## config.mk

```make
export PLATFORM = sky130hd
export DESIGN_NAME = khc_queue
export DESIGN_NICKNAME = d
export VERILOG_FILES = /design/src/hw/rtl/khc_pkg.sv /design/src/hw/rtl/khc_queue.sv
export SDC_FILE = /design/constraint.sdc
export NUM_CORES = 1
export LEC_CHECK = 0
export ABC_CLOCK_PERIOD_IN_PS = 3950
export BUFFER_PORTS_ARGS = -buffer_cell sky130_fd_sc_hd__buf_2
export CORE_MARGIN = 8
export CORE_UTILIZATION = 50
export CTS_CLUSTER_SIZE = 8
export DETAILED_ROUTE_END_ITERATION = 10
export HOLD_SLACK_MARGIN = 0.02
export PLACE_DENSITY_LB_ADDON = 0.3
export SYNTH_ARGS = -nofsm -noshare
export SYNTH_HDL_FRONTEND = slang
export SYNTH_SLANG_ARGS = --single-unit
```

## constraint.sdc

```tcl
create_clock -name clk -period 3.95 [get_ports clk]
set_clock_uncertainty 0.2 [all_clocks]
set_input_delay 0.395 -clock clk [delete_from_list [all_inputs] [get_ports clk]]
set_output_delay 0.395 -clock clk [all_outputs]
set_load 0.01 [all_outputs]
```

## src/hw/rtl/khc_pkg.sv

```systemverilog
// ---------------------------------------------------------------------------
// khc_pkg
// Shared constants for the k-mer histogram counter: field widths, stream
// packing, operation codes and parameter defaults.
// ---------------------------------------------------------------------------
package khc_pkg;

    localparam int KMER_LEN_DEF   = 10;
    localparam int COUNT_BITS_DEF = 32;

    // fixed field widths
    localparam int BASE_W   = 2;
    localparam int LOOKUP_W = 20;
    localparam int KIDX_W   = 20;
    localparam int COUNT_W  = 32;

    // stream widths
    localparam int S_TDATA_W = 24;
    localparam int S_TUSER_W = 3;
    localparam int M_TDATA_W = 56;
    localparam int M_TUSER_W = 1;

    // queue between front and back
    localparam int QUEUE_DEPTH = 4;

    // operation codes
    localparam logic OP_PUSH = 1'b0;
    localparam logic OP_READ = 1'b1;

endpackage

```

## src/hw/rtl/khc_queue.sv

```systemverilog
// ---------------------------------------------------------------------------
// khc_queue
// Small FIFO decoupling the classifying front from the count-store back.
// ---------------------------------------------------------------------------
module khc_queue #(
    parameter int WIDTH = 22,
    parameter int DEPTH = khc_pkg::QUEUE_DEPTH
) (
    input  logic             clk,
    input  logic             rst_n,
    input  logic             push,
    input  logic [WIDTH-1:0] push_data,
    output logic             full,
    input  logic             pop,
    output logic             head_valid,
    output logic [WIDTH-1:0] head_data
);
    import khc_pkg::*;

    localparam int PTR_W = (DEPTH > 1) ? $clog2(DEPTH) : 1;
    localparam int CNT_W = $clog2(DEPTH + 1);
    localparam logic [PTR_W-1:0] PTR_LAST = PTR_W'(DEPTH - 1);

    logic [WIDTH-1:0] slots [DEPTH];
    logic [PTR_W-1:0] wr_ptr_reg;
    logic [PTR_W-1:0] rd_ptr_reg;
    logic [CNT_W-1:0] count_reg;
    logic             do_push;
    logic             do_pop;

    assign full       = (count_reg == CNT_W'(DEPTH));
    assign head_valid = (count_reg != '0);
    assign head_data  = slots[rd_ptr_reg];
    assign do_push    = push && !full;
    assign do_pop     = pop && head_valid;

    always_ff @(posedge clk)
    begin
        if (do_push)
            slots[wr_ptr_reg] <= push_data;
    end

    always_ff @(posedge clk or negedge rst_n)
    begin
        if (!rst_n)
        begin
            wr_ptr_reg <= '0;
            rd_ptr_reg <= '0;
            count_reg  <= '0;
        end
        else
        begin
            if (do_push)
                wr_ptr_reg <= (wr_ptr_reg == PTR_LAST) ? '0 : wr_ptr_reg + 1'b1;
            if (do_pop)
                rd_ptr_reg <= (rd_ptr_reg == PTR_LAST) ? '0 : rd_ptr_reg + 1'b1;
            case ({do_push, do_pop})
                2'b10:   count_reg <= count_reg + 1'b1;
                2'b01:   count_reg <= count_reg - 1'b1;
                default: count_reg <= count_reg;
            endcase
        end
    end

endmodule

```

* Word-level counts from Yosys, hierarchy flattened
Memory sizes are Yosys's and may differ from the RTL's. Index checks and enable logic that the tools add are counted.
Word-level totals: memories kept 1, bits in registers 7, bits of input ports 26, output and inout bits 24, word-level logic and storage cells 23, RAM bits 88
Memory list:
- slots | words 4, width 22, rd ports 1, clocked after Yosys merged registers in 0, wr ports 1, RTL line khc_queue.sv:24 | logic [WIDTH-1:0] slots [DEPTH];
Cells by class: $add $sub $neg 4, muxes and demuxes 5, reductions and logical operators 5, equal/unequal tests 5
Operators by type and width (count):
- $eq 2x2->1 const B | 3
- $pmux 3 s2 | 1
- $add 2x1->2 const B | 2
- $mux 2 | 2
- $add 3x1->3 const B | 1
- $eq 3x3->1 const B | 1
- $reduce_bool 3->1 | 1
- $sub 3x1->3 const B | 1
- $eq 2x1->1 const B | 1
- $logic_and 1x1->1 | 2
- $mux 1 | 2
- $reduce_bool 2->1 | 1
- $logic_not 1->1 | 1

* Longest topological paths before layout
Gate-level depths: netlist (run 1).
depth after elaboration 5, mapped depth 9, depth with buffers taken out 9

* Least setup slack after synthesis (run 1)
OpenSTA, ideal clock, no wires.
kind register to register, from reg count_reg[0], to reg count_reg[2], path buffers 0, arrival time 1.841 ns, library setup time 0.079 ns, data required time 3.671 ns, slack 1.830 ns, stages on the path, launching flop included 10, clock period less this slack 2.120 ns, cells stage by stage dfrtp_1 nor3b_2 nor2b_2 inv_1 ha_1 inv_1 fa_1 xor2_1 nor2_1 xor2_1
Between the ends: longest elaborated chain between the ends 5, elaborated cells between the ends (all ways) 11, classes of those cells add/sub (2); eq/ne (3); mux (1); reduce/logical (5)
RTL lines:
- start, declared | RTL line khc_queue.sv:27 | logic [CNT_W-1:0] count_reg;
- start signal, assigned | RTL line khc_queue.sv:58 | 2'b10: count_reg <= count_reg + 1'b1;
- start signal, assigned | RTL line khc_queue.sv:59 | 2'b01: count_reg <= count_reg - 1'b1;
- start signal, assigned | RTL line khc_queue.sv:60 | default: count_reg <= count_reg;
- $eq 3x3->1 (*) | RTL line khc_queue.sv:31 | assign full = (count_reg == CNT_W'(DEPTH));
- named net full | RTL line khc_queue.sv:13 | output logic full,
- $logic_not 1->1 (*) | RTL line khc_queue.sv:34 | assign do_push = push && !full;
- $logic_and 1x1->1 (*) | RTL line khc_queue.sv:34
- $eq 2x1->1 / $eq 2x2->1 (equally long branches) | RTL line khc_queue.sv:57 | case ({do_push, do_pop})
- $pmux 3 s2 / $reduce_bool 2->1 (equally long branches)
Mark *: on every way through the listed nets, which the timed path passes. The rest lies on a longest branch. A chain may end at the register's enable or synchronous reset.

* Worst setup path after layout (run 1)
from reg rd_ptr_reg[0], to out head_data[12]
Between the ends: longest elaborated chain between the ends 1
RTL lines:
- start, declared | RTL line khc_queue.sv:26 | logic [PTR_W-1:0] rd_ptr_reg;
- start signal, assigned | RTL line khc_queue.sv:56 | rd_ptr_reg <= (rd_ptr_reg == PTR_LAST) ? '0 : rd_ptr_reg + 1'b1;
- $mem_v2 4x22
- end, declared | RTL line khc_queue.sv:16 | output logic [WIDTH-1:0] head_data
No other way between the ends.

==> impl_results.md, run 1 <==
- Status: complete, no violations
- Gr usage total: between 10% and 20%
- Relative slew slack: about a third
- CORE AREA: 7176 µm²
- Final wirelength: 5737 µm
- Hold crit path type: in2reg
- Hold path depth: 1
- Minimum clock period: between 2 and 3 ns
- Post-synthesis cell type count: 21
- Die W: 101.6 µm
- Starting Density: 51.11%
- Final non-filler cell total: 320
- M3 GR Usage: 3.093%
- Routability cong.: 0.6373
- Layout area overhead: 16.10%
- Reg-to-Reg Start: count_reg[2]
- Total gr overflow: 0
- Cts repair resizes: 0
- Reg2Reg Depth: 4
- Hold slack: 0.05655 ns
- Period utilization: 74.30%
- Post-Syn Instances: 155
- Post-Synth Simple-Gate Area: 2.047%
- DR vias/cell: 5.028
- Synth Cell Area: 3667 µm²
- Critical path, cell by cell: buf_4 -> mux4_2 -> buf_2
- Met2 usage: around a fifth
- Top-level port count: 50
- Antenna Cells: 0
- Clock transition at path regs: 0.08 ns
- Max reg flops: 88
- F_max: 340.7 MHz
- Crit Path Category: reg2out
- Placed Instances: 303
- Bufs and invs on worst path: 2
- Yosys warns: 0
- Final WS setup: 1.015 ns
- 1st-iter DRT viols: 58
- IO buf count: 49
- Largest family of logic cells by synthesized area: multiplexers
- Nets: 249
- DR vias: 1609
- Synth Area in XOR/XNOR: 0.7165%
- Crit-path max FO: 18
- Crit-path leading delay family: flip-flops
- Post-CTS Setup Inserts: 0
- FF+latch area: between 2000 and 3000 µm²
- Final hold vios: 0
- Peak VDD IR: 0.0003202 V
- Worst Setup SP: rd_ptr_reg[0]
- Footprint of the multi-input gates: 762.0 µm²
- Slowest cell on the critical path: dfrtp_1
- Initial antenna violation count: 0
- Stages on worst setup path: 3
- Post-route ant nets: 0
- Routing usage on met1: 14.34%
- Leakage Power: ~1.5 nW
- Share of post-route cells with drive strength above 1: a little over two fifths
- Post-Synth Adder-Cell Area: 2.593%
- Element type at the critical path start: flip-flop
- Flops & latches, synth: 95
- # DRC: 0
- Seq/Total Area, Yosys: 76.83%
- Post-synthesis mux area share: roughly 15%
- First-pass iteration count of the detailed router: 4
- # fillers: between 500 and 600
- TNS Setup: 0 ns
- Sink Count: 95
- Root Buffer: clkbuf_8
- Num CTS Buffers: 9
- Global route hottest layer: met2
- # setup viols final: 0
- R2r setup slk: around 1.6 ns
- # rows: 31
- Compound-Gate Fraction of Synth Area: 0%
- Max Cap Violations: 0
- CTS tree: done
- Final slew viol count: 0
- Worst-Skew Late Latency: 0.34 ns
- Number of global-route vias before repair: 1763
- Dpl ws: 1.321 ns
- H-tree depth: 3
- WP data arrival: 2.34 ns
- Worst Max-Slew Pin Slew: just over 1 ns
- Routed wire per std cell: 17.93 µm
- CP required: 3.36 ns
- Crit. End Element: primary output
- Die Height: 101.6 µm
- Worst hold path startpoint: push_data[20]
- PnR Total Power: 3.071 mW
- Largest net degree at the start of global routing: 25
- Pwr/cell area: 721.3 nW/µm²
- DIE AREA: 10330 µm²
- RSZ-0062 raised after global routing: false
- Mean area per synthesized cell: 23.66 µm²
- Post-Syn Nets: 188
- CP peak stage delay: 0.97 ns
- Clock buffer depth: 2
- First-pass GRT wire length: 9197 µm
- DPL Wire Length: 3849 µm
[Yosys cell counts]
library cell | number | area, µm²
edfxtp_1 | 88 | 2643
mux2_2 | 2 | 22.52
inv_1 | 7 | 26.28
buf_12 | 2 | 40.04
ha_1 | 6 | 75.07
buf_6 | 1 | 11.26
mux2_1 | 2 | 22.52
nand2_2 | 1 | 6.260
dfrtp_1 | 7 | 175.2
fa_1 | 1 | 20.02
nor2b_2 | 1 | 8.760
nor2_1 | 3 | 11.26
or3_4 | 1 | 11.26
mux2i_1 | 1 | 10.01
mux4_2 | 18 | 405.4
and2_1 | 4 | 25.02
xor2_1 | 2 | 17.52
buf_2 | 2 | 10.01
nor3b_2 | 1 | 12.51
mux4_1 | 4 | 105.1
xnor2_1 | 1 | 8.760
[cells by family (layout without fill, tap and decap cells)]
kind of cell | after synthesis | in the layout
adders and majority gates | 7 | 7
and+or+nand+nor | 11 | 11
muxes | 27 | 27
buffers and inverters | 12 | 78
xor gates and xnor gates | 3 | 3
DFF | 95 | 95
[per-stage QoR]
| stage | utilization (%) | area (µm²) |
|---|---|---|
| 6_report | 59.34 | 4258 |
| 5_1_grt | 59.34 | 4258 |
| 4_1_cts | 59.34 | 4258 |
| 3_5_place_dp | 55.92 | 4013 |
| 3_3_place_gp | 55.92 | 4013 |
| 2_1_floorplan | - | 3667 |
[worst register-to-register path, delay by kind of cell, from the launching register on]
kind          cells  cell delay, ns
buf+inv           1            0.29
flops             1            0.41
simple gates      3            1.20
[layer usage]
layer  vias up  part of all wire (%)
li1        753                     -
met1       816                    42
met2        31                    52
met3         9                   4.0
met4         0                   1.8
met5         -                     0
[path summary, 6_finish.rpt]
check,end
max in group asynchronous,wr_ptr_reg[1]
worst min register to register,count_reg[2]
min in group asynchronous,count_reg[2]
worst min-delay path,slots[1][20]
worst max-delay path,head_data[12]
worst max register to register,slots[2][2]
[cell usage in the layout, fill, tap and decap left out]
cell type,count
mux2_2,2
dfrtp_1,7
nand2_2,1
buf_2,49
buf_4,5
or3_4,1
mux4_2,18
nor2b_2,1
clkinv_1,1
dlygate4sd3_1,1
clkinv_2,1
nor3b_2,1
clkbuf_1,1
mux2i_1,1
inv_1,7
xnor2_1,1
ha_1,6
and2_1,4
bufinv_16,3
mux2_1,2
inv_6,1
edfxtp_1,88
xor2_1,2
nor2_1,3
fa_1,1
clkbuf_8,9
mux4_1,4
[where the power goes]
part | internal [mW] | switching [mW] | total [mW]
Clock | 0.420 | 0.308 | 0.728
Combinational | 0.451 | 0.402 | 0.854
Sequential | 1.34 | 0.154 | 1.49
[what timing repair did]
action | CTS | global route
setup endpoints to repair | 0 | 0
hold endpoints to repair | 7 | 0
hold buffers | 1 | 0
[layout make-up]
cell class	count	area share, %
Clock buffer	10	2.997
Clock inverter	6	2.527
Inverter	7	0.6171
Multi-Input combinational cell	48	17.90
Sequential cell	95	66.18
Tap cell	99	2.909
Timing Repair Buffer	55	6.876
Note: power is estimated with default switching activity, not from simulation.
==> run 2, diff against run 1 <==
Settings changed: ABC_AREA set to 1, ABC_CLOCK_PERIOD_IN_PS 3950 to 2700.
Clock period 3.95 ns to 2.7 ns, I/O delays scaled along.
==> impl_results.md, run 2 <==
- RSZ-0062 raised after global routing: false
- CP required: 2.75 ns (-0.61 ns)
- Element type at the critical path start: flip-flop
- F_max: about 470 MHz
- # setup viols final: 0 (unchanged)
- Post-Syn Instances: 316 (+100%)
- Antenna Cells: 0 (unchanged)
- Flops & latches, synth: 95 (unchanged)
- Crit. End Element: flip-flop
- Final wirelength: 7300 µm (+27%)
- Synth async-reset ratio: 7.368% (unchanged)
- Status: complete, no violations
- DR vias/cell: 4.819 (-4.2%)
- Nets: 430 (+73%)
- Largest cells by area after synthesis: edfxtp_1 65%, nand2_1 7.4%, o211ai_1 5.9%
- Clock power frac: 21.3% (-2.4 points)
- WP data arrival: 2.17 ns (-0.17 ns)
- TNS Setup: 0 ns (unchanged)
- 1st-iter DRT viols: 118 (+100%)
- EDFF count, synth: 88 (unchanged)
- Routability cong.: 0.7077 (+11%)
- Final hold vios: 0 (unchanged)
- Fin util: 60.39% (+1.1 points)
- Sw frac: 35.83% (+7.7 points)
- First-pass iteration count of the detailed router: 4 (unchanged)
- Peak VDD IR: 0.0004986 V (+56%)
- Mean area per synthesized cell: 12.83 µm² (-46%)
- Minimum clock period: ~2.1 ns
- Synth top area share: 65.17% (-6.9 points)
- # rows: 33 (+6.5%)
- Period utilization: 78.38%
- Final slew viol count: 0 (unchanged)
- Worst-Skew Late Latency: 0.35 ns (about the same)
- Post-route ant nets: 0 (unchanged)
- Post-synthesis cell type count: 17 (-19%)
- Clock buffer depth: 2 (unchanged)
- Seq/Total Area, Yosys: 69.48% (-7.3 points)
- Total gr overflow: 0 (unchanged)
- DIE AREA: 11250 µm² (+8.9%)
- Num CTS Buffers: 9 (unchanged)
- Most frequent cells in the layout: 88 x edfxtp_1, 80 x nand2_1, 57 x inv_1
- Most common cell after layout, fill and taps aside: edfxtp_1
- Synth Cell Area: 4055 µm² (+11%)
- Clock transition at path regs: 0.09 ns (about the same)
- Share of post-route cells with drive strength above 1: 23.63% (-18 points)
- Largest net degree at the start of global routing: 92 (+270%)
- H-tree depth: 3 (unchanged)
- Cts repair resizes: 0 (unchanged)
- Root Buffer: clkbuf_8
- Die Height: 106.1 µm (+4.3%)
- DR vias: 2443 (+52%)
- Dpl ws: 0.6310 ns (-0.6901 ns)
- CORE AREA: 8051 µm² (+12%)
- # DRC: 0 (unchanged)
- Worst Max-Slew Pin Slew: 0.5785 ns (-0.4340 ns)
- Main synth FF type: edfxtp_1
- Max reg flops: 88 (unchanged)
- Gr usage total: 13.93% (+1.8 points)
- Crit-path max FO: 7 (-11)
- Synth area leader: edfxtp_1
- # fillers: 651 (+24%)
- Hold crit path type: in2async
- Leakage Power: 2.027 nW (+32%)
- Final WS setup: 0.5838 ns (-0.4312 ns)
- Top-level port count: 50 (unchanged)
- Post-Syn Nets: 349 (+86%)
- Starting Density: 50.37% (-0.74 points)
- Logic pwr share: 37.0% (+9.2 points)
- Post-Place Cell Area: 4384 µm² (+9.3%)
- CTS tree: done
- IO buf count: 49 (unchanged)
- Initial antenna violation count: 0 (unchanged)
- DPL Wire Length: 4480 µm (+16%)
- First-pass GRT wire length: 12240 µm (+33%)
- NetSw: 1.754 mW (+100%)
- Die W: 106.1 µm (+4.3%)
- Count leader, synth: edfxtp_1
- PnR Total Power: 4.896 mW (+59%)
- Yosys warns: 0 (unchanged)
- Final instance area: 4862 µm² (+14%)
- Sink Count: 95 (unchanged)
- Routed wire per std cell: 14.40 µm (-20%)
- Relative slew slack: 61.38% (+29 points)
- Layout area overhead: 19.90%
- P_int: 3.142 mW (+42%)
- Max Cap Violations: 0 (unchanged)
- Pwr/cell area: 1007 nW/µm² (+40%)
- Crit Path Category: reg2reg
- Top cells by count, synth: 88 x edfxtp_1, 80 x nand2_1, 57 x inv_1
- Reg power frac: 41.7% (-6.8 points)
- Number of global-route vias before repair: 2576 (+46%)
run 2: cell types whose count changed in the layout (fill, tap and decap cells not counted), sizes merged, moves of 5 or more:
cell / previous run / this run
o211ai: 0 / 44
nand2: 1 / 81
dlygate4sd3: 1 / 25
nand3: 0 / 7
buf: 54 / 59
inv: 8 / 61
mux4: 22 / 0
run 2: worst max-delay path, cell delays in order (launching register included):
cell and delay (ns):
dfrtp_1 0.39, inv_1 0.11, nand3_1 0.17, nand2_2 0.19
ha_1 0.21, inv_1 0.07, fa_1 0.38, nand2_1 0.10
nand3_1 0.09, nand2_1 0.06, nand2_1 0.05
run 2: final cells by class:
cell class,instances,area [µm²],area share (%)
clock buffer,9,123.9,2.548
clock inverter,7,103.9,2.136
inverter,59,221.5,4.555
multi-input combinational,148,879.6,18.09
sequential,95,2819,57.98
tap,105,131.4,2.702
timing repair buffer,84,583.1,11.99
run 2: worst paths after layout:
| kind | start | to | slack (ns) | cells after the start |
|---|---|---|---|---|
| max | count_reg[1] | count_reg[2] | 0.58 | 10 |
| min | rst_n | wr_ptr_reg[0] | 0.07 | 2 |
| max reg2reg | count_reg[1] | count_reg[2] | 0.58 | 10 |
| min reg2reg | count_reg[1] | count_reg[1] | 0.30 | 2 |
| max in group asynchronous | rst_n | rd_ptr_reg[0] | 2.06 | 2 |
| min in group clk | count_reg[1] | count_reg[1] | 0.30 | 2 |
run 2: per-stage QoR:
stage	hold slack [ns]	instances
floorplan	-0.2256	316
global route	0.07460	507
CTS	0.04796	507
finish	0.07116	507
detailed placement	-0.08697	466
global placement	-0.08893	466
run 2: power by group through the flow:
| stage | Clock (mW) | Sequential (mW) | Combinational [mW] |
|---|---|---|---|
| 4_1_cts | 1.07 | 2.04 | 1.86 |
| 3_5_place_dp | 0 | 2.08 | 1.82 |
| 3_3_place_gp | 0 | 2.06 | 1.79 |
| 5_1_grt | 1.14 | 2.07 | 2.05 |
| 2_1_floorplan | 0 | 2.07 | 1.33 |
| 6_report | 1.04 | 2.04 | 1.81 |
run 2: kinds of logic (layout without fill, tap and decap cells):
group	Yosys count	count (layout)	share of synthesized area, %
flip-flops	95	95	69.48
AND/OR/NAND/NOR	95	95	9.133
buffers and inverters	73	159	9.071
AO/OA/AOI/OAI	45	45	9.750
adder cells (fa/ha/maj)	7	7	2.345
XOR/XNOR	1	1	0.2160
run 2: routing by layer:
metal  share of wire (%)  track usage, %  wire [µm]
met5                   0               0          0
met3                 3.2           2.904        233
met2                  50           23.46       3648
met4                 1.8           7.437        133
met1                  45           16.42       3283
run 2: what timing repair did:
action / 4_1_cts / 5_1_grt
buffers inserted: 0 / 0
hold buffers: 25 / 0
endpoints found under the hold margin: 99 / 0
