<file path="src/hw/rtl/khc_pkg.sv">
// ---------------------------------------------------------------------------
// khc_pkg
// Shared constants for the k-mer histogram counter: field widths, stream
// packing, operation codes and parameter defaults.
// ---------------------------------------------------------------------------
package khc_pkg;

    localparam int KMER_LEN_DEF   = 10;
    localparam int COUNT_BITS_DEF = 32;

    // fixed field widths
    localparam int BASE_W   = 2;
    localparam int LOOKUP_W = 20;
    localparam int KIDX_W   = 20;
    localparam int COUNT_W  = 32;

    // stream widths
    localparam int S_TDATA_W = 24;
    localparam int S_TUSER_W = 3;
    localparam int M_TDATA_W = 56;
    localparam int M_TUSER_W = 1;

    // queue between front and back
    localparam int QUEUE_DEPTH = 4;

    // operation codes
    localparam logic OP_PUSH = 1'b0;
    localparam logic OP_READ = 1'b1;

endpackage

</file>
<file path="src/hw/rtl/khc_front.sv">
// ---------------------------------------------------------------------------
// khc_front
// Base window and fill tracking; turns each accepted item into a queue entry
// (read request or count update) or drops it while the window is partial.
// ---------------------------------------------------------------------------
module khc_front #(
    parameter int KMER_LEN = khc_pkg::KMER_LEN_DEF
) (
    input  logic                        clk,
    input  logic                        rst_n,
    input  logic                        accept,
    input  logic                        operation,
    input  logic [khc_pkg::BASE_W-1:0]  base_code,
    input  logic                        segment_start,
    input  logic                        sample_select,
    input  logic [khc_pkg::LOOKUP_W-1:0] lookup_index,
    output logic                        push,
    output logic [2*KMER_LEN+1:0]       entry
);
    import khc_pkg::*;

    localparam int WIN_W = 2 * KMER_LEN;
    localparam int FILL_W = $clog2(KMER_LEN + 1);
    localparam int LK_W = (WIN_W < LOOKUP_W) ? WIN_W : LOOKUP_W;
    localparam logic [FILL_W-1:0] FILL_FULL = FILL_W'(KMER_LEN);

    logic [WIN_W-1:0]  window_reg;
    logic [WIN_W-1:0]  window_next;
    logic [FILL_W-1:0] fill_reg;
    logic [FILL_W-1:0] fill_next;
    logic [FILL_W-1:0] fill_base;
    logic [WIN_W-1:0]  read_kmer;
    logic              is_read;

    assign is_read     = (operation == OP_READ);
    assign window_next = {window_reg[WIN_W-3:0], base_code};
    assign fill_base   = segment_start ? '0 : fill_reg;
    assign fill_next   = (fill_base < FILL_FULL) ? fill_base + 1'b1 : fill_base;
    assign read_kmer   = WIN_W'(lookup_index[LK_W-1:0]);

    always_ff @(posedge clk or negedge rst_n)
    begin
        if (!rst_n)
        begin
            window_reg <= '0;
            fill_reg   <= '0;
        end
        else if (accept && !is_read)
        begin
            window_reg <= window_next;
            fill_reg   <= fill_next;
        end
    end

    // entry: {is_read, bank, kmer}
    always_comb
    begin
        if (is_read)
        begin
            push  = accept;
            entry = {1'b1, sample_select, read_kmer};
        end
        else
        begin
            push  = accept && (fill_next == FILL_FULL);
            entry = {1'b0, sample_select, window_next};
        end
    end

endmodule

</file>
<file path="config.mk">
export PLATFORM = sky130hd
export DESIGN_NAME = khc_front
export DESIGN_NICKNAME = d
export VERILOG_FILES = /design/src/hw/rtl/khc_pkg.sv /design/src/hw/rtl/khc_front.sv
export SDC_FILE = /design/constraint.sdc
export NUM_CORES = 1
export LEC_CHECK = 0
export ABC_AREA = 1
export BUFFER_PORTS_ARGS = -buffer_cell sky130_fd_sc_hd__clkbuf_2
export CAP_MARGIN = 20
export CORE_MARGIN = 1
export CORE_UTILIZATION = 47
export CTS_CLUSTER_DIAMETER = 40
export CTS_CLUSTER_SIZE = 16
export DETAILED_ROUTE_END_ITERATION = 10
export GPL_ROUTABILITY_DRIVEN = 1
export PLACE_DENSITY = 0.78
export SKIP_CTS_REPAIR_TIMING = 1
export SYNTH_ARGS = -nofsm -noshare
export SYNTH_HDL_FRONTEND = slang
export SYNTH_SLANG_ARGS = --single-unit
</file>
<file path="constraint.sdc">
create_clock -name clk -period 1.6 [get_ports clk]
set_input_delay 0.16 -clock clk [delete_from_list [all_inputs] [get_ports clk]]
set_output_delay 0.16 -clock clk [all_outputs]
set_load 0.02 [all_outputs]
</file>
### Word-level counts from Yosys, hierarchy flattened

Index checks and enable logic that the tools add are counted.
Widths: inputs -> output; s select.

| storage, ports and cells | value |
|---|---|
| register bits after elaboration | 22 |
| bits of input ports | 28 |
| logic and storage cells | 12 |

| cells by class | value |
|---|---|
| $add $sub $neg | 1 |
| order comparisons | 1 |
| equal/unequal tests | 1 |
| muxes and demuxes | 4 |
| reductions and logical operators | 3 |

Operator list:

| kind | number |
|---|---|
| $mux 22 | 1 |
| $mux 4 | 2 |
| $add 4x1->4 const B | 1 |
| $eq 4x4->1 const B | 1 |
| $lt 4x4->1 const B | 1 |
| $logic_and 1x1->1 | 2 |
| $logic_not 1->1 | 1 |
| $mux 1 | 1 |

### Logic depth before layout (Yosys ltp)

Gate-level depths: netlist of run 1.

| depth | value |
|---|---|
| word-level depth | 6 |
| depth in mapped cells | 11 |
| depth with buffers taken out | 11 |

### Least setup slack after synthesis of run 1

Ideal clock, no wire load.

| timing path | value |
|---|---|
| path type | reg2out |
| from | register fill_reg[0] |
| to | output port push |
| arrival | 1333 ps |
| slack | 107 ps |
| cell stages (with the launch flop) | 12 |
| path buffers | 0 |
| cells stage by stage | dfrtp_1 > inv_1 > nor2_1 > ha_1 > inv_1 > nand3_1 > nand2_1 > nand2_1 > nand3_1 > nor2_1 > nor2_1 > nor2_1 |

| on the way | value |
|---|---|
| longest elaborated chain between the ends | 6 |
| elaborated cells on any way between the ends | 7 |
| those cells by class | add/sub (1); order compare (1); eq/ne (1); mux (3); reduce/logical (1) |

RTL lines:

| item | RTL line | RTL |
|---|---|---|
| start: declaration | khc_front.sv:29 | `logic [FILL_W-1:0] fill_reg;` |
| start signal: assignment | khc_front.sv:51 | `fill_reg <= fill_next;` |
| $mux 4 (*) | khc_front.sv:37 | `assign fill_base = segment_start ? '0 : fill_reg;` |
| $add 4x1->4 / $lt 4x4->1 (equally long branches) | khc_front.sv:38 | `assign fill_next = (fill_base < FILL_FULL) ? fill_base + 1'b1 : fill_base;` |
| $mux 4 (*) | khc_front.sv:38 |  |
| $eq 4x4->1 (*) | khc_front.sv:65 | `push = accept && (fill_next == FILL_FULL);` |
| $logic_and 1x1->1 (*) | khc_front.sv:65 |  |
| $mux 1 (*) | khc_front.sv:58 | `if (is_read)` |
| end: declaration | khc_front.sv:17 | `output logic push,` |

Mark *: on every way between the ends. The rest lies on a longest branch, timed or not.

### Worst setup path in the final report of run 1

Ends and elaborated chain as after synthesis.

==> results of run 1 <==
[metal layers]
layer | up-vias | global-route usage | wire length [um]
met1 | 511 | 0.238 | 1120
met4 | 0 | 0.0789 | 31
met5 | - | 0 | 0
met2 | 42 | 0.350 | 1180
li1 | 623 | - | -
met3 | 4 | 0.0348 | 157
[power breakdown]
group	internal (mW)	total (mW)	switching, mW	leakage (nW)
registers	0.656	0.718	0.0624	0.276
logic	0.179	0.475	0.296	0.542
clock network	0.253	0.424	0.170	0.0279
total	1.09	1.62	0.528	0.845
[kinds of logic after synthesis]
family                     share of synthesized area
and+or+nand+nor                                0.244
AOI/OAI and AO/OA                              0.158
buffers and inverters                          0.135
DFF                                            0.453
adders and majority gates                     0.0103
[worst reg2reg max path: stages (launching register included)]
cell and delay (ns):
dfrtp_1 0.39, inv_2 0.05, nor2_2 0.13, ha_2 0.28, nand2_1 0.06, nand2_1 0.06
nand2_1 0.05, o21ai_0 0.08
[worst min path at each step]
stage / end / slack (ns) / from
after floorplan: fill_reg[0] / -0.14 / rst_n
after global placement: window_reg[15] / 0.16 / rst_n
after detailed placement: window_reg[17] / 0.18 / rst_n
after CTS: window_reg[17] / -0.18 / rst_n
after global routing: window_reg[0] / 0.10 / base_code[0]
final: window_reg[1] / 0.09 / base_code[1]
[cells in the mapped netlist]
| cell | number |
|---|---|
| nand2_2 | 2 |
| inv_2 | 3 |
| nand4_1 | 1 |
| inv_1 | 23 |
| nor2_2 | 1 |
| buf_2 | 5 |
| ha_1 | 1 |
| o21ai_0 | 25 |
| a31oi_1 | 1 |
| buf_4 | 4 |
| buf_6 | 1 |
| nor2_1 | 7 |
| dfrtp_1 | 22 |
| nand2_1 | 60 |
| o21ai_1 | 12 |
| nand3_1 | 4 |
[per-stage QoR]
stage,utilization,setup WS [ns],hold WS [ns]
6_report,0.640,-0.358,0.0924
5_1_grt,0.640,-0.489,0.104
4_1_cts,0.620,-0.328,-0.178
3_5_place_dp,0.598,0.0655,0.176
3_3_place_gp,0.598,0.0686,0.163
2_1_floorplan,-,0.107,-0.136
[area by class of cell]
| type | count | area, um2 | area share |
|---|---|---|---|
| multi-input combinational | 114 | 526 | 0.334 |
| tap | 30 | 37.5 | 0.0239 |
| clock buffer | 3 | 22.5 | 0.0143 |
| timing repair buffer | 53 | 308 | 0.196 |
| clock inverter | 1 | 30.0 | 0.0191 |
| sequential | 22 | 551 | 0.350 |
| inverter | 26 | 97.6 | 0.0621 |
==> flow_summary.yaml, run 1 <==
place:
  placed_cell_area_um2: 1470
  placed_cells: 242
  dp_hpwl_mm: 1.77
  port_buffers: 48
  place_congestion: 0.802
layout:
  antenna_cells: 0
  largest_reg_flops: 18
  final_common_cell: "nand2_1"
  area_delta_synth_final_pct: 29.4
  final_cells: 249
  final_layout_size_suffix_gt1_frac: 0.333
  nFillCells: 228
  design_area_um2: 1570
  layout_common_cells: "nand2_1, clkbuf_2, o21ai_0"
  nets: 249
critical_path:
  rrSetupSlack_ns: 0.41
  r2r_end: "fill_reg[1]"
  path_delay_family: "simple AND/OR/NAND/NOR gates"
  slowest_delay_ns: 0.39
  end_kind: "primary output"
  cp_data_required_time_ns: 1.44
  cp_num_cells: 12
  r2r_cells: 7
  critPathMaxFanout: 2
  worst_path_max_delay_cell: "dfrtp_1"
  cp-start-kind: "flip-flop"
  crit_type: "reg -> out"
  crit_start: "fill_reg[0]"
  cp.arrival_ns: 1.80
  critPathBufInv: 3
  crit_end: "push"
  reg2reg_from: "fill_reg[0]"
  path_cells: "inv_2 -> nor2_2 -> ha_2 -> inv_2 -> nand3_2 -> nand2_2 -> nand2_2 -> nand3_2 -> nor2_2 -> nor2_1 -> nor2_1 -> buf_4"
synth:
  ys_top_cells_by_area: "dfrtp_1, nand2_1, o21ai_0, inv_1, o21ai_1"
  yosysSeqAreaShare: 0.453
  synth_nets: 201
  ys_ff_latch: 22
  syn_area_per_cell_um2: 7.06
  ys_types: 16
  ys_warn_count: 0
  yosys.area.top_type_share: 0.453
  yosys.area.top_type: "dfrtp_1"
  netlist_area_um2: 1210
  synthCells: 172
route:
  drt_wl_total_mm: 2.49
  routed_via_density: 4.74
  drc_errors: 0
  drtIter0Drc: 11
  wl_per_cell_um: 10.0
  dr.pass1.iters: 4
  final_antenna_net_count: 0
  vias: 1180
grt:
  grt_overflow_total: 0
  antenna_found_initial: 0
  grt_max_degree: 40
  grt_pass1_wl_mm: 4.00
  grt_pass1_vias: 984
  grt_usage: 0.200
worst_hold_path:
  hold_class: "in -> reg"
  holdPathStages: 3
timing:
  fin_crit_ns: 1.96
  finalHoldViolations: 0
  rsz0062_at_grt: "true"
  fin_tns_setup_ns: -0.358
  finClkSkew_ns: 0.00624
  tightest_slew_ns: 0.540
  setup_violations: 1
  slew_headroom: 0.640
  fmaxAchievable_ghz: 0.511
  drv_slew: 0
  worst_slack_ns: -0.358
  post-route-period-util: 1.22
clock_tree:
  cts_sinks: 22
  clock_latency_ns: 0.31
  cts_tree: "done"
  cts_buffers: 3
  path_clk_slew_ns: 0.12
  cts_max_path_buffers: 2
  h-tree-depth: 1
  root_buffer: "clkbuf_4"
pwr:
  p_total_mw: 1.62
  powerDensity_nw_per_um2: 1030
  ir_worst_vdd_mv: 0.650
  p_leak_nw: 0.845
floorplanning:
  fp.dieW_um: 52.8
  dieArea_um2: 2790
  core_um2: 2450
  start_util: 0.495
  core.rowCount: 18
  num_io_pins: 51
  chipHeight_um: 52.8
status:
  violations: "setup timing"
  status: "finished, violations left"
run:
  max-cap-violations: 0
No activity file was read; power rests on OpenSTA's default activity.
==> run 2, diff against run 1 <==
--- a/config.mk
+++ b/config.mk
@@ -8,6 +8,7 @@
 export ABC_AREA = 1
 export BUFFER_PORTS_ARGS = -buffer_cell sky130_fd_sc_hd__clkbuf_2
 export CAP_MARGIN = 20
+export CORE_ASPECT_RATIO = 1.75
 export CORE_MARGIN = 1
 export CORE_UTILIZATION = 47
 export CTS_CLUSTER_DIAMETER = 40
==> flow_summary.yaml, run 2 (synthesized netlist as in run 1, its figures left out) <==
status:
  status: "finished, violations left"
  violations: "setup timing"
clock_tree:
  root_buffer: "clkbuf_8"
  cts_buffers: 3
  h-tree-depth: 1
  path_clk_slew_ns: 0.08
  cts_sinks: 22
  cts_max_path_buffers: 2
  clock_latency_ns: 0.26
  cts_tree: "done"
route:
  drtIter0Drc: 39
  dr.pass1.iters: 6
  drt_wl_total_mm: 2.45
  final_antenna_net_count: 0
  routed_via_density: 4.76
  drc_errors: 0
  wl_per_cell_um: 9.95
  vias: 1170
timing:
  fmaxAchievable_ghz: 0.550
  worst_slack_ns: -0.219
  finClkSkew_ns: 0.00463
  setup_violations: 1
  post-route-period-util: 1.14
  tightest_slew_ns: 0.526
  hold_ws_ns: 0.131
  finalHoldViolations: 0
  fin_crit_ns: 1.82
  rsz0062_at_grt: "true"
  slew_headroom: 0.649
  drv_slew: 0
grt:
  grt_pass1_wl_mm: 3.98
  antenna_found_initial: 0
  grt_overflow_total: 0
  grt_max_degree: 40
  grt_pass1_vias: 1034
  grt_usage: 0.193
layout:
  antenna_cells: 0
  final_cells: 246
  largest_reg_flops: 18
  final_layout_size_suffix_gt1_frac: 0.336
  design_area_um2: 1600
  nets: 250
  layout_common_cells: "nand2_1, clkbuf_2, o21ai_0"
  final_common_cell: "nand2_1"
  area_delta_synth_final_pct: 31.4
run:
  max-cap-violations: 0
pwr:
  powerDensity_nw_per_um2: 1010
  p_leak_nw: 0.853
  ir_worst_vdd_mv: 0.648
  p_total_mw: 1.61
critical_path:
  critPathMaxFanout: 3
  slowest_delay_ns: 0.38
  end_kind: "primary output"
  cp-start-kind: "flip-flop"
  cp.arrival_ns: 1.66
  worst_path_max_delay_cell: "dfrtp_1"
  crit_type: "reg -> out"
  cp_data_required_time_ns: 1.44
  path_cells: "inv_2 -> nor2_4 -> ha_4 -> inv_2 -> nand3_2 -> nand2_1 -> nand2_2 -> nand3_2 -> nor2_2 -> nor2_1 -> nor2_1 -> buf_4"
place:
  placed_cells: 238
  place_congestion: 0.710
  dp_hpwl_mm: 1.78
  place_ws_ns: 0.0376
  placed_cell_area_um2: 1460
  port_buffers: 48
floorplanning:
  start_util: 0.493
  core_um2: 2460
  chipHeight_um: 69.3
  num_io_pins: 51
  dieArea_um2: 2800
  core.rowCount: 24
  fp.dieW_um: 40.4
worst_hold_path:
  hold_class: "in -> reg"
run 2: power by group:
group          total [mW]  leakage (nW)  switching [mW]  internal (mW)
combinational       0.498         0.549           0.307          0.191
clock               0.390        0.0288           0.171          0.219
sequential          0.718         0.276          0.0615          0.656
total                1.61         0.853           0.540           1.07
run 2: critical path, delay by kind of cell, from the launching register on:
family | cells | cell delay (ns)
adders and majority gates | 1 | 0.15
buffers and inverters | 3 | 0.24
DFF | 1 | 0.38
and+or+nand+nor | 8 | 0.63
run 2: cell type report:
type                    instances  area [um2]
inverters                      26        97.6
well taps                      26        32.5
fillers                       222         866
repair buffers                 54         315
clock buffers                   4        55.1
flip-flops and latches         22         551
multi-input cells             114         546
run 2: path summary, 6_finish.rpt:
path,start,end,slack [ns],cells past startpoint
setup / recovery,fill_reg[0],push,-0.22,12
hold / removal,base_code[0],window_reg[0],0.13,3
setup reg to reg,fill_reg[0],fill_reg[1],0.44,7
hold reg to reg,window_reg[13],window_reg[15],0.49,2
max in group asynchronous,rst_n,fill_reg[3],0.84,2
min in group asynchronous,rst_n,window_reg[15],0.40,2
run 2: routing by layer:
layer  wire length (um)  vias to the layer above  GRT usage  part of all wire
met3                109                        2     0.0288             0.045
met1               1050                      505      0.239              0.43
met5                  0                        -          0                 0
met4                 11                        0     0.0556            0.0045
li1                   -                      626          -                 -
met2               1270                       37      0.326              0.52
run 2: stage by stage:
stage / TNS [ns] / utilization
6_report: -0.219 / 0.648
3_5_place_dp: 0 / 0.595
5_1_grt: -0.348 / 0.648
2_1_floorplan: 0 / -
3_3_place_gp: 0 / 0.595
4_1_cts: -0.251 / 0.617
==> run 3, diff against run 2 <==
--- a/config.mk
+++ b/config.mk
@@ -17,6 +17,7 @@
 export GPL_ROUTABILITY_DRIVEN = 1
 export PLACE_DENSITY = 0.78
 export SKIP_CTS_REPAIR_TIMING = 1
+export SLEW_MARGIN = 20
 export SYNTH_ARGS = -nofsm -noshare
 export SYNTH_HDL_FRONTEND = slang
 export SYNTH_SLANG_ARGS = --single-unit
==> constraint.sdc (replaced) <==
create_clock -name clk -period 1.6 [get_ports clk]
set_input_delay 0.08 -clock clk [delete_from_list [all_inputs] [get_ports clk]]
set_output_delay 0.08 -clock clk [all_outputs]
set_load 0.02 [all_outputs]
==> flow_summary.yaml, run 3 (synthesized netlist as in run 1, its figures left out) <==
status:
  status: "finished, violations left"
  violations: "setup timing"
critical_path:
  critPathMaxFanout: 3
  worst_path_max_delay_cell: "dfrtp_1"
  cp-start-kind: "flip-flop"
  crit_type: "reg -> out"
  path_common_cell: "nor2_1"
  crit_start: "fill_reg[0]"
  cp.arrival_ns: 1.68
  slowest_delay_ns: 0.39
  reg2reg_from: "fill_reg[0]"
  path_cells: "inv_2 -> nor2_2 -> ha_2 -> inv_1 -> nand3_1 -> nand2_1 -> nand2_1 -> nand3_1 -> nor2_1 -> nor2_1 -> nor2_1 -> buf_4"
  end_kind: "primary output"
  cp_data_required_time_ns: 1.52
timing:
  fmaxAchievable_ghz: 0.569
  post-route-period-util: 1.10
  fin_crit_ns: 1.76
  drv_slew: 0
  slew_headroom: 0.645
  tightest_slew_ns: 0.532
  worst_slack_ns: -0.157
  setup_violations: 1
  finClkSkew_ns: 0.00154
  fin_tns_setup_ns: -0.157
  finalHoldViolations: 0
  rsz0062_at_grt: "true"
grt:
  grt_usage: 0.194
  grt_overflow_total: 0
  grt_pass1_vias: 1055
  antenna_found_initial: 0
  grt_pass1_wl_mm: 4.00
  grt_max_degree: 40
pwr:
  pwr-share-seq: 0.452
  switching_power_mw: 0.526
  comb_power_share: 0.306
  swShare: 0.330
  clkPwrFrac: 0.243
  p_total_mw: 1.59
  powerDensity_nw_per_um2: 1020
  ir_worst_vdd_mv: 0.555
  intPower_mw: 1.07
  p_leak_nw: 0.848
clock_tree:
  cts_sinks: 22
  path_clk_slew_ns: 0.07
  cts_buffers: 3
  root_buffer: "clkbuf_8"
  clock_latency_ns: 0.26
  cts_tree: "done"
  cts_max_path_buffers: 2
  h-tree-depth: 1
floorplanning:
  num_io_pins: 51
  core.rowCount: 24
  core_um2: 2460
  chipHeight_um: 69.3
  start_util: 0.493
  fp.dieW_um: 40.4
  dieArea_um2: 2800
layout:
  final_layout_size_suffix_gt1_frac: 0.312
  area_delta_synth_final_pct: 27.9
  design_area_um2: 1550
  nFillCells: 243
  antenna_cells: 0
  nets: 251
  largest_reg_flops: 18
  final_common_cell: "nand2_1"
  layout_common_cells: "nand2_1, clkbuf_2, o21ai_0"
route:
  drtIter0Drc: 27
  drc_errors: 0
  wl_per_cell_um: 10.0
  final_antenna_net_count: 0
  routed_via_density: 4.80
  drt_wl_total_mm: 2.48
  vias: 1186
  dr.pass1.iters: 4
place:
  placed_cell_area_um2: 1450
  dp_hpwl_mm: 1.76
  place_congestion: 0.697
  place_ws_ns: 0.126
  port_buffers: 48
run:
  max-cap-violations: 0
worst_hold_path:
  hold_class: "in -> reg"
  hp-start: "base_code[0]"
[run 3: changes by cell type in the layout (fill, tap and decap cells not counted), sizes merged]
| cell | change |
|---|---|
| buf | +1 |
[run 3: critical path, delay by kind of cell, from the launching register on]
kind | cells | cell delay [ns]
flops | 1 | 0.39
buf+inv | 3 | 0.23
fa+ha+maj | 1 | 0.19
simple gates | 8 | 0.61
[run 3: area by class of cell]
cell class	count	area [um2]	area share
Sequential cell	22	551	0.354
Multi-Input combinational cell	114	508	0.327
Timing Repair Buffer	55	310	0.200
Inverter	26	97.6	0.0628
Clock buffer	4	55.1	0.0354
Tap cell	26	32.5	0.0209
[run 3: final timing paths]
check	to	slack (ns)	cells past startpoint
max	push	-0.16	12
min	window_reg[0]	0.05	3
max reg2reg	fill_reg[1]	0.40	7
min reg2reg	window_reg[15]	0.48	2
max in group asynchronous	fill_reg[2]	0.92	2
min in group asynchronous	window_reg[17]	0.32	2
[run 3: power groups by stage]
stage	combinational [mW]	sequential (mW)	clock [mW]
after floorplan	0.314	0.711	0
after global placement	0.439	0.725	0
after detailed placement	0.447	0.725	0
after CTS	0.449	0.716	0.401
after global routing	0.554	0.734	0.413
final	0.487	0.719	0.386
[run 3: stage by stage]
step                      instances  utilization  hold WS [ns]
final                           247        0.631        0.0469
after global routing            247        0.631        0.0663
after CTS                       242        0.612        -0.201
after detailed placement        238        0.589        0.0880
after global placement          238        0.589        0.0871
after floorplan                 172            -        -0.216
[run 3: routing by layer]
metal  vias up  wire length (um)  track usage
li1        627                 -            -
met3         6               108       0.0192
met2        38              1230        0.325
met1       515              1090        0.234
met5         -                 0            0
met4         0                49       0.0815
